--- src/hw/rtl/fpse_pkg.sv ---
`default_nettype none

package fpse_pkg;

  localparam int WORD_BITS   = 32;
  localparam int COUNT_BITS  = $clog2(WORD_BITS);
  localparam int LEN_BITS    = COUNT_BITS + 1;
  localparam int QUEUE_DEPTH = 4;

  localparam int MANT_W  = 5;
  localparam int LIMIT_W = 4;
  localparam int CFG_W   = 6;
  localparam int INDEX_W = 2;

  localparam logic [MANT_W-1:0]  MANT_RESET  = 5'd10;
  localparam logic [LIMIT_W-1:0] LIMIT_RESET = 4'd2;
  localparam logic [CFG_W-1:0]   LEN_RESET   = 6'd12;

  localparam logic [MANT_W-1:0]  MANT_MIN = 5'd1;
  localparam logic [MANT_W-1:0]  MANT_MAX = 5'd24;
  localparam logic [CFG_W-1:0]   LEN_MIN  = 6'd1;
  localparam logic [CFG_W-1:0]   LEN_MAX  = 6'd32;

  typedef enum logic [INDEX_W-1:0] {
    REG_MANTISSA_BITS  = 2'd0,
    REG_EXPONENT_LIMIT = 2'd1,
    REG_CODE_LENGTH    = 2'd2
  } reg_index_t;

  typedef enum logic {
    OP_ENCODE = 1'b0,
    OP_MARK   = 1'b1
  } opcode_t;

  typedef enum logic [1:0] {
    KIND_CODE   = 2'd0,
    KIND_REJECT = 2'd1,
    KIND_MARK   = 2'd2
  } kind_t;

  typedef struct packed {
    kind_t                 kind;
    logic [WORD_BITS-1:0]  code;
    logic [LEN_BITS-1:0]   len;
  } entry_t;

endpackage

`default_nettype wire

--- src/hw/rtl/fpse_front.sv ---
`default_nettype none

module fpse_front (
  input  wire logic                               clk,
  input  wire logic                               rst,
  input  wire logic                               cfg_write,
  input  wire logic [fpse_pkg::INDEX_W-1:0]       cfg_index,
  input  wire logic [fpse_pkg::CFG_W-1:0]         cfg_data,
  input  wire logic                               opcode,
  input  wire logic [fpse_pkg::WORD_BITS-1:0]     value_fraction,
  output fpse_pkg::entry_t                        entry
);

  logic [fpse_pkg::MANT_W-1:0]  mantissa_bits;
  logic [fpse_pkg::LIMIT_W-1:0] exponent_limit;
  logic [fpse_pkg::CFG_W-1:0]   code_length;

  always_ff @(posedge clk) begin
    if (rst) begin
      mantissa_bits  <= fpse_pkg::MANT_RESET;
      exponent_limit <= fpse_pkg::LIMIT_RESET;
      code_length    <= fpse_pkg::LEN_RESET;
    end else if (cfg_write) begin
      unique case (cfg_index)
        fpse_pkg::REG_MANTISSA_BITS:  mantissa_bits  <= cfg_data[fpse_pkg::MANT_W-1:0];
        fpse_pkg::REG_EXPONENT_LIMIT: exponent_limit <= cfg_data[fpse_pkg::LIMIT_W-1:0];
        fpse_pkg::REG_CODE_LENGTH:    code_length    <= cfg_data;
        default: ;
      endcase
    end
  end

  logic [fpse_pkg::MANT_W-1:0] m;
  logic [fpse_pkg::CFG_W-1:0]  l;
  logic [4:0]  s;
  logic [4:0]  sm1;
  logic [4:0]  z;
  logic [4:0]  z_adj;
  logic [31:0] n;
  logic [31:0] src;
  logic [31:0] q_raw;
  logic [31:0] lo_mask;
  logic [24:0] q_inc;
  logic [24:0] q_fin;
  logic [24:0] top;
  logic        guard;
  logic        sticky;
  logic        up;
  logic        ovf;
  logic        reject;
  logic        normal;
  logic [31:0] code;
  logic [31:0] len_mask;

  always_comb begin
    m = mantissa_bits;
    if (m < fpse_pkg::MANT_MIN) m = fpse_pkg::MANT_MIN;
    if (m > fpse_pkg::MANT_MAX) m = fpse_pkg::MANT_MAX;
    l = code_length;
    if (l < fpse_pkg::LEN_MIN) l = fpse_pkg::LEN_MIN;
    if (l > fpse_pkg::LEN_MAX) l = fpse_pkg::LEN_MAX;

    s   = 5'(6'd32 - {1'b0, m});
    sm1 = s - 5'd1;
    normal = (exponent_limit != '0);

    z = 5'd0;
    for (int i = 0; i < 32; i++) begin
      if (value_fraction[i]) z = 5'(31 - i);
    end
    n = value_fraction << z;

    src     = normal ? n : value_fraction;
    q_raw   = src >> s;
    guard   = src[sm1];
    lo_mask = (32'h1 << sm1) - 32'h1;
    sticky  = |(src & lo_mask);
    up      = normal ? (guard & (sticky | q_raw[0])) : guard;
    q_inc   = q_raw[24:0] + 25'(up);
    top     = 25'h1 << m;
    ovf     = (q_inc == top);

    z_adj = z;
    q_fin = q_inc;
    if (normal && ovf) begin
      z_adj = z - 5'd1;
      q_fin = top >> 1;
    end

    if (normal) begin
      if (value_fraction == '0) begin
        reject = 1'b0;
        code   = '0;
      end else begin
        reject = (ovf && z == 5'd0) || (z_adj > {1'b0, exponent_limit});
        code   = (32'(z_adj) << m) | 32'(q_fin);
      end
    end else begin
      reject = ovf;
      code   = 32'(q_inc);
    end

    len_mask = ~(32'hFFFF_FFFF << l);

    entry.code = code & len_mask;
    entry.len  = l;
    if (opcode == fpse_pkg::OP_MARK) begin
      entry.kind = fpse_pkg::KIND_MARK;
    end else if (reject) begin
      entry.kind = fpse_pkg::KIND_REJECT;
    end else begin
      entry.kind = fpse_pkg::KIND_CODE;
    end
  end

endmodule

`default_nettype wire

--- src/hw/rtl/fpse_queue.sv ---
`default_nettype none

module fpse_queue #(
  parameter int DEPTH = fpse_pkg::QUEUE_DEPTH
) (
  input  wire logic              clk,
  input  wire logic              rst,
  input  wire logic              push,
  input  wire fpse_pkg::entry_t  push_entry,
  output logic                   full,
  input  wire logic              pop,
  output logic                   nonempty,
  output fpse_pkg::entry_t       head
);

  localparam int PTR_W = (DEPTH > 1) ? $clog2(DEPTH) : 1;
  localparam int CNT_W = $clog2(DEPTH + 1);

  fpse_pkg::entry_t mem [DEPTH];
  logic [PTR_W-1:0] wr_ptr;
  logic [PTR_W-1:0] rd_ptr;
  logic [CNT_W-1:0] count;

  assign full     = (count == CNT_W'(DEPTH));
  assign nonempty = (count != '0);
  assign head     = mem[rd_ptr];

  always_ff @(posedge clk) begin
    if (push) begin
      mem[wr_ptr] <= push_entry;
    end
  end

  always_ff @(posedge clk) begin
    if (rst) begin
      wr_ptr <= '0;
      rd_ptr <= '0;
      count  <= '0;
    end else begin
      if (push) begin
        wr_ptr <= (wr_ptr == PTR_W'(DEPTH - 1)) ? '0 : wr_ptr + PTR_W'(1);
      end
      if (pop) begin
        rd_ptr <= (rd_ptr == PTR_W'(DEPTH - 1)) ? '0 : rd_ptr + PTR_W'(1);
      end
      if (push && !pop) begin
        count <= count + CNT_W'(1);
      end else if (pop && !push) begin
        count <= count - CNT_W'(1);
      end
    end
  end

endmodule

`default_nettype wire

--- src/hw/rtl/fpse_back.sv ---
`default_nettype none

module fpse_back (
  input  wire logic                             clk,
  input  wire logic                             rst,
  input  wire logic                             head_valid,
  input  wire fpse_pkg::entry_t                 head,
  output logic                                  pop,
  output logic                                  word_valid,
  input  wire logic                             word_stall,
  output logic [fpse_pkg::WORD_BITS-1:0]        packed_word,
  output logic                                  status,
  output logic                                  last
);

  localparam int W  = fpse_pkg::WORD_BITS;
  localparam int CW = fpse_pkg::COUNT_BITS;
  localparam int TW = CW + 2;

  logic [W-1:0]  partial_word;
  logic [W-1:0]  partial_word_next;
  logic [CW-1:0] bit_count;
  logic [CW-1:0] bit_count_next;
  logic          word_valid_next;
  logic          emit;
  logic [W-1:0]  emit_word;
  logic          emit_status;
  logic          emit_last;
  logic [TW-1:0] total;
  logic [TW-1:0] shift;
  logic [2*W-1:0] acc;

  assign pop = head_valid && (!word_valid || !word_stall);

  always_comb begin
    partial_word_next = partial_word;
    bit_count_next    = bit_count;
    emit        = 1'b0;
    emit_word   = '0;
    emit_status = 1'b0;
    emit_last   = 1'b0;
    total = TW'(bit_count) + TW'(head.len);
    shift = TW'(2 * W) - total;
    acc   = {partial_word, {W{1'b0}}} | ({{W{1'b0}}, head.code} << shift);

    if (pop) begin
      unique case (head.kind)
        fpse_pkg::KIND_MARK: begin
          if (bit_count != '0) begin
            emit      = 1'b1;
            emit_word = partial_word;
            emit_last = 1'b1;
            partial_word_next = '0;
            bit_count_next    = '0;
          end
        end
        fpse_pkg::KIND_REJECT: begin
          emit        = 1'b1;
          emit_status = 1'b1;
        end
        fpse_pkg::KIND_CODE: begin
          if (total >= TW'(W)) begin
            emit              = 1'b1;
            emit_word         = acc[2*W-1:W];
            partial_word_next = acc[W-1:0];
            bit_count_next    = CW'(total - TW'(W));
          end else begin
            partial_word_next = acc[2*W-1:W];
            bit_count_next    = CW'(total);
          end
        end
        default: ;
      endcase
    end

    word_valid_next = word_valid && word_stall;
    if (emit) word_valid_next = 1'b1;
  end

  always_ff @(posedge clk) begin
    if (rst) begin
      partial_word <= '0;
      bit_count    <= '0;
      word_valid   <= 1'b0;
    end else begin
      partial_word <= partial_word_next;
      bit_count    <= bit_count_next;
      word_valid   <= word_valid_next;
    end
  end

  always_ff @(posedge clk) begin
    if (emit) begin
      packed_word <= emit_word;
      status      <= emit_status;
      last        <= emit_last;
    end
  end

endmodule

`default_nettype wire

--- src/hw/rtl/fraction_pack_stream_encoder_top.sv ---
// Requests pass through the queue to the packer, which registers each completed output word.
// One request per cycle while the queue has room; code forming is combinational.
// A queue of QUEUE_DEPTH entries sits between the code former and the word packer.
// Reset (rst, synchronous, active high) empties the queue and the output register,
// clears the partial word and bit count, and loads the register defaults.
`default_nettype none

module fraction_pack_stream_encoder_top #(
  parameter int QUEUE_DEPTH = fpse_pkg::QUEUE_DEPTH
) (
  input  wire logic                             clk,
  input  wire logic                             rst,
  input  wire logic                             cfg_write,
  input  wire logic [fpse_pkg::INDEX_W-1:0]     cfg_index,
  input  wire logic [fpse_pkg::CFG_W-1:0]       cfg_data,
  input  wire logic                             item_valid,
  output logic                                  item_stall,
  input  wire logic                             opcode,
  input  wire logic [fpse_pkg::WORD_BITS-1:0]   value_fraction,
  output logic                                  word_valid,
  input  wire logic                             word_stall,
  output logic [fpse_pkg::WORD_BITS-1:0]        packed_word,
  output logic                                  status,
  output logic                                  last
);

  fpse_pkg::entry_t front_entry;
  fpse_pkg::entry_t head;
  logic             full;
  logic             nonempty;
  logic             pop;
  logic             push;

  assign item_stall = full;
  assign push       = item_valid && !full;

  fpse_front u_front (
    .clk            (clk),
    .rst            (rst),
    .cfg_write      (cfg_write),
    .cfg_index      (cfg_index),
    .cfg_data       (cfg_data),
    .opcode         (opcode),
    .value_fraction (value_fraction),
    .entry          (front_entry)
  );

  fpse_queue #(
    .DEPTH (QUEUE_DEPTH)
  ) u_queue (
    .clk        (clk),
    .rst        (rst),
    .push       (push),
    .push_entry (front_entry),
    .full       (full),
    .pop        (pop),
    .nonempty   (nonempty),
    .head       (head)
  );

  fpse_back u_back (
    .clk         (clk),
    .rst         (rst),
    .head_valid  (nonempty),
    .head        (head),
    .pop         (pop),
    .word_valid  (word_valid),
    .word_stall  (word_stall),
    .packed_word (packed_word),
    .status      (status),
    .last        (last)
  );

endmodule

`default_nettype wire

--- config.mk ---
export PLATFORM = sky130hd
export DESIGN_NAME = fraction_pack_stream_encoder_top
export DESIGN_NICKNAME = d
export VERILOG_FILES = /design/src/hw/rtl/fpse_pkg.sv /design/src/hw/rtl/fpse_front.sv /design/src/hw/rtl/fpse_queue.sv /design/src/hw/rtl/fpse_back.sv /design/src/hw/rtl/fraction_pack_stream_encoder_top.sv
export SDC_FILE = /design/constraint.sdc
export NUM_CORES = 1
export LEC_CHECK = 0
export CAP_MARGIN = 25
export CORE_MARGIN = 8
export CORE_UTILIZATION = 23
export CTS_CLUSTER_DIAMETER = 30
export DETAILED_ROUTE_END_ITERATION = 10
export DONT_BUFFER_PORTS = 1
export SLEW_MARGIN = 20
export SYNTH_ARGS = -nofsm -noshare
export SYNTH_HDL_FRONTEND = slang
export SYNTH_HIERARCHICAL = 1
export SYNTH_SLANG_ARGS = --single-unit
--- constraint.sdc ---
create_clock -name clk -period 13.2 [get_ports clk]
set_input_delay 0 -clock clk [delete_from_list [all_inputs] [get_ports clk]]
set_output_delay 0 -clock clk [all_outputs]
set_load 0.01 [all_outputs]
==> qor.txt <==
Run status - finished clean
Syn_area_per_cell - 8.65 µm²
Worst VDD drop - 0.198 mV
Number of global-route vias before repair - 23788
# setup viols final - 0
CP max FO - 25
Top cells by area, synth - edfxtp_1 23%, mux4_2 6.4%, dfxtp_1 5.0%
CP Class - reg -> reg
Critical Path Sink Type - register
Leakage power total - 9.14 nW
RSZ-0062 raised after global routing - no
Worst Tran Pin Value - 1.12 ns
Post-Syn Area - 24800 µm²
Port buffer count - 0
CTS buffer count - 46
Core Rows - 120
Cells after Synth - 2865
Die ar. - 119000 µm²
Max stage delay on crit path - 0.95 ns
Final worst path period need - 11.83 ns
Post-synth cell types - 144
Sw Pwr - 0.00308 W
Post-synth EDFFs - 194
First-pass GRT wire length - 156000 µm
TritonCTS Sinks - 256
Combinational power share - 63.4%
Worst-Skew Late Latency - 0.55 ns
Grt total ovfl - 0
Overall routed net length - 105000 µm
Flop pwr share - 18.1%
CTS-repair resized insts - 0
Core area - 107000 µm²
CP Buf/Inv Count - 4
First-pass detailed-route iteration total - 6
CTS tree - done
CP max-delay cell - a2111oi_1
Dpl hpwl - 78400 µm
Synth top area share - 23.5%
HP Class - in -> reg
Worst path depth - 36
Switching Share - 48.0%
#FFs+latches synth - 256
Final Hold Vio Count - 0
Chip width - 344 µm
CTS clock-pin slew for the worst setup and hold paths - 0.05 ns
Starting Density - 23.2%
Antenna violations before repair - 3
Asr flop ratio synth - 0%
Reg2Reg Depth - 36
Reported max-cap violation count - 0
Hold Path Cell Cnt - 3
Clock share of power - 18.4%
Nets@finish - 2852
Top cells by instance count after synthesis - 302 x nand2_1, 277 x nor2_1, 194 x edfxtp_1
DRC violations left - 0
Top FF cell, synth - edfxtp_1
Setup bufs post-CTS - 0
Via Count - 25405
CP Data Arrival Time - 12.02 ns
All-Layer GR Usage - 16.8%
P_int - 0.00334 W
CP delay by family, top - simple AND/OR/NAND/NOR gates
Maximum number of pins on one net before global-route repair - 57
Critical Path Most Common Cell - nand2_1
Clock buffer depth - 3
Post-route ant nets - 0
FILL cells - 11496
Yosys warnings - 6
Post-layout util - 26.0%
Seq/Total Area, Yosys - 28.5%
Die H - 344 µm
Pwr dens - 230 nW/µm²
Wire per inst - 24.8 µm
Rel. slew slack - 24.9%
Drt first-iter violations - 3674
H-tree depth - 2
Achievable Freq - 0.0846 GHz
GPL Wtd Cong - 1.00
Ports - 82
Period utilization - 89.6%
Total Neg Setup Slack - 0 ns
Layout cell share with drive strength beyond 1 - 14.0%
CTS root buf - clkbuf_16
Fin. max-slew vios - 0
Top cell type by total area after synthesis - edfxtp_1
Vias per std cell - 6.02
Clk_skew - 0.0195 ns
Worst Setup Start Kind - register
Worst Path Required - 13.40 ns
Top-count cell post-synth - nand2_1
Area Overhead vs Synth - 12.4%
-- routing by layer --
metal / wire, µm / global-route usage, % / part of all wire, % / up-vias
met5: 13 / 0 / 0.012 / -
met4: 4810 / 6.31 / 4.6 / 2
met3: 11000 / 3.20 / 11 / 355
met2: 46500 / 26.6 / 44 / 1722
met1: 42400 / 22.5 / 40 / 12248
li1: - / - / - / 11078
-- worst register-to-register path, delay by kind of cell, from the launching register on --
family	cells	cell delay (ns)
AND/OR/NAND/NOR	18	5.23
AO/OA/AOI/OAI	10	3.21
buffers and inverters	4	1.41
adder cells (fa/ha/maj)	3	1.00
XOR/XNOR	1	0.33
flip-flops	1	0.30
-- power by group through the flow --
stage          Sequential (W)  Combinational, W  Clock (W)
6_report              0.00116           0.00407    0.00118
3_3_place_gp          0.00118           0.00392          0
4_1_cts               0.00117           0.00396    0.00121
5_1_grt               0.00118           0.00432    0.00124
2_1_floorplan         0.00115           0.00300          0
3_5_place_dp          0.00119           0.00394          0
-- cells in the final DEF (no fill, tap or decap), drive strengths merged, types with 41 or more instances in the layout --
cell type / synthesis / routed
a211oi: 68 / 68
nor2: 280 / 280
a31oi: 50 / 50
mux4: 70 / 70
buf: 93 / 59
nand3: 124 / 124
edfxtp: 194 / 194
nand4: 41 / 41
o211ai: 54 / 54
dfxtp: 62 / 62
mux2i: 112 / 112
nor3: 109 / 109
a21oi: 189 / 189
inv: 48 / 61
nand2: 306 / 306
nor4: 44 / 44
clkbuf: 124 / 50
o21ai: 181 / 181
-- sequential cells by signal, indices dropped and copies added (netlist names), named ones only --
| name | flops |
|---|---|
| u_queue/count | 3 |
| u_back/word_valid | 1 |
| u_back/packed_word | 32 |
| u_queue/mem | 160 |
| u_back/last | 1 |
| u_back/status | 1 |
| u_queue/rd_ptr | 2 |
| u_back/partial_word | 32 |
| u_back/bit_count | 5 |
| u_front/code_length | 6 |
| u_front/exponent_limit | 4 |
| u_queue/wr_ptr | 2 |
| u_front/mantissa_bits | 5 |
-- final timing paths --
kind                               end  slack [ns]                     start
max                 u_queue/mem[3][34]        1.37  u_front/mantissa_bits[3]
min          u_front/exponent_limit[1]        0.01                 cfg_write
max reg2reg         u_queue/mem[3][34]        1.37  u_front/mantissa_bits[3]
min reg2reg    u_back/partial_word[31]        0.47   u_back/partial_word[31]
-- through the flow --
step                      area, µm²  setup WS (ns)  instances  total power (W)  hold slack (ns)
after global routing          27800          0.765       4218          0.00674           0.0672
final                         27900           1.37       4221          0.00642           0.0106
after CTS                     27800           1.74       4215          0.00634          0.00656
after floorplan               24800           1.99       2867          0.00415           0.0691
after global placement        26000           2.01       4109          0.00510           0.0778
after detailed placement      26000           1.76       4109          0.00512           0.0777
-- cell families (layout without fill, tap and decap cells) --
kind of cell,after synthesis,in the layout,synth area share [%]
simple gates,1093,1093,21.9
compound gates,926,926,27.3
buf+inv,270,218,5.13
flops,256,256,28.5
mux,220,220,12.7
xor+xnor,71,71,2.99
fa+ha+maj,28,28,1.47
other cells,1,6,0.0151
-- area by class of cell --
class | count | area (µm²) | area share, %
tap | 1403 | 1760 | 6.30
multi-input combinational | 2341 | 16500 | 59.4
inverter | 53 | 200 | 0.719
clock inverter | 36 | 387 | 1.39
timing repair buffer | 80 | 691 | 2.48
clock buffer | 49 | 1200 | 4.33
antenna | 3 | 7.51 | 0.0269
sequential | 256 | 7070 | 25.4
-- what timing repair did --
action | CTS | global route
endpoints found under the hold margin | 56 | 0
endpoints found under the setup margin | 0 | 0
hold buffers | 21 | 0
(Power assumes the default switching activity.)
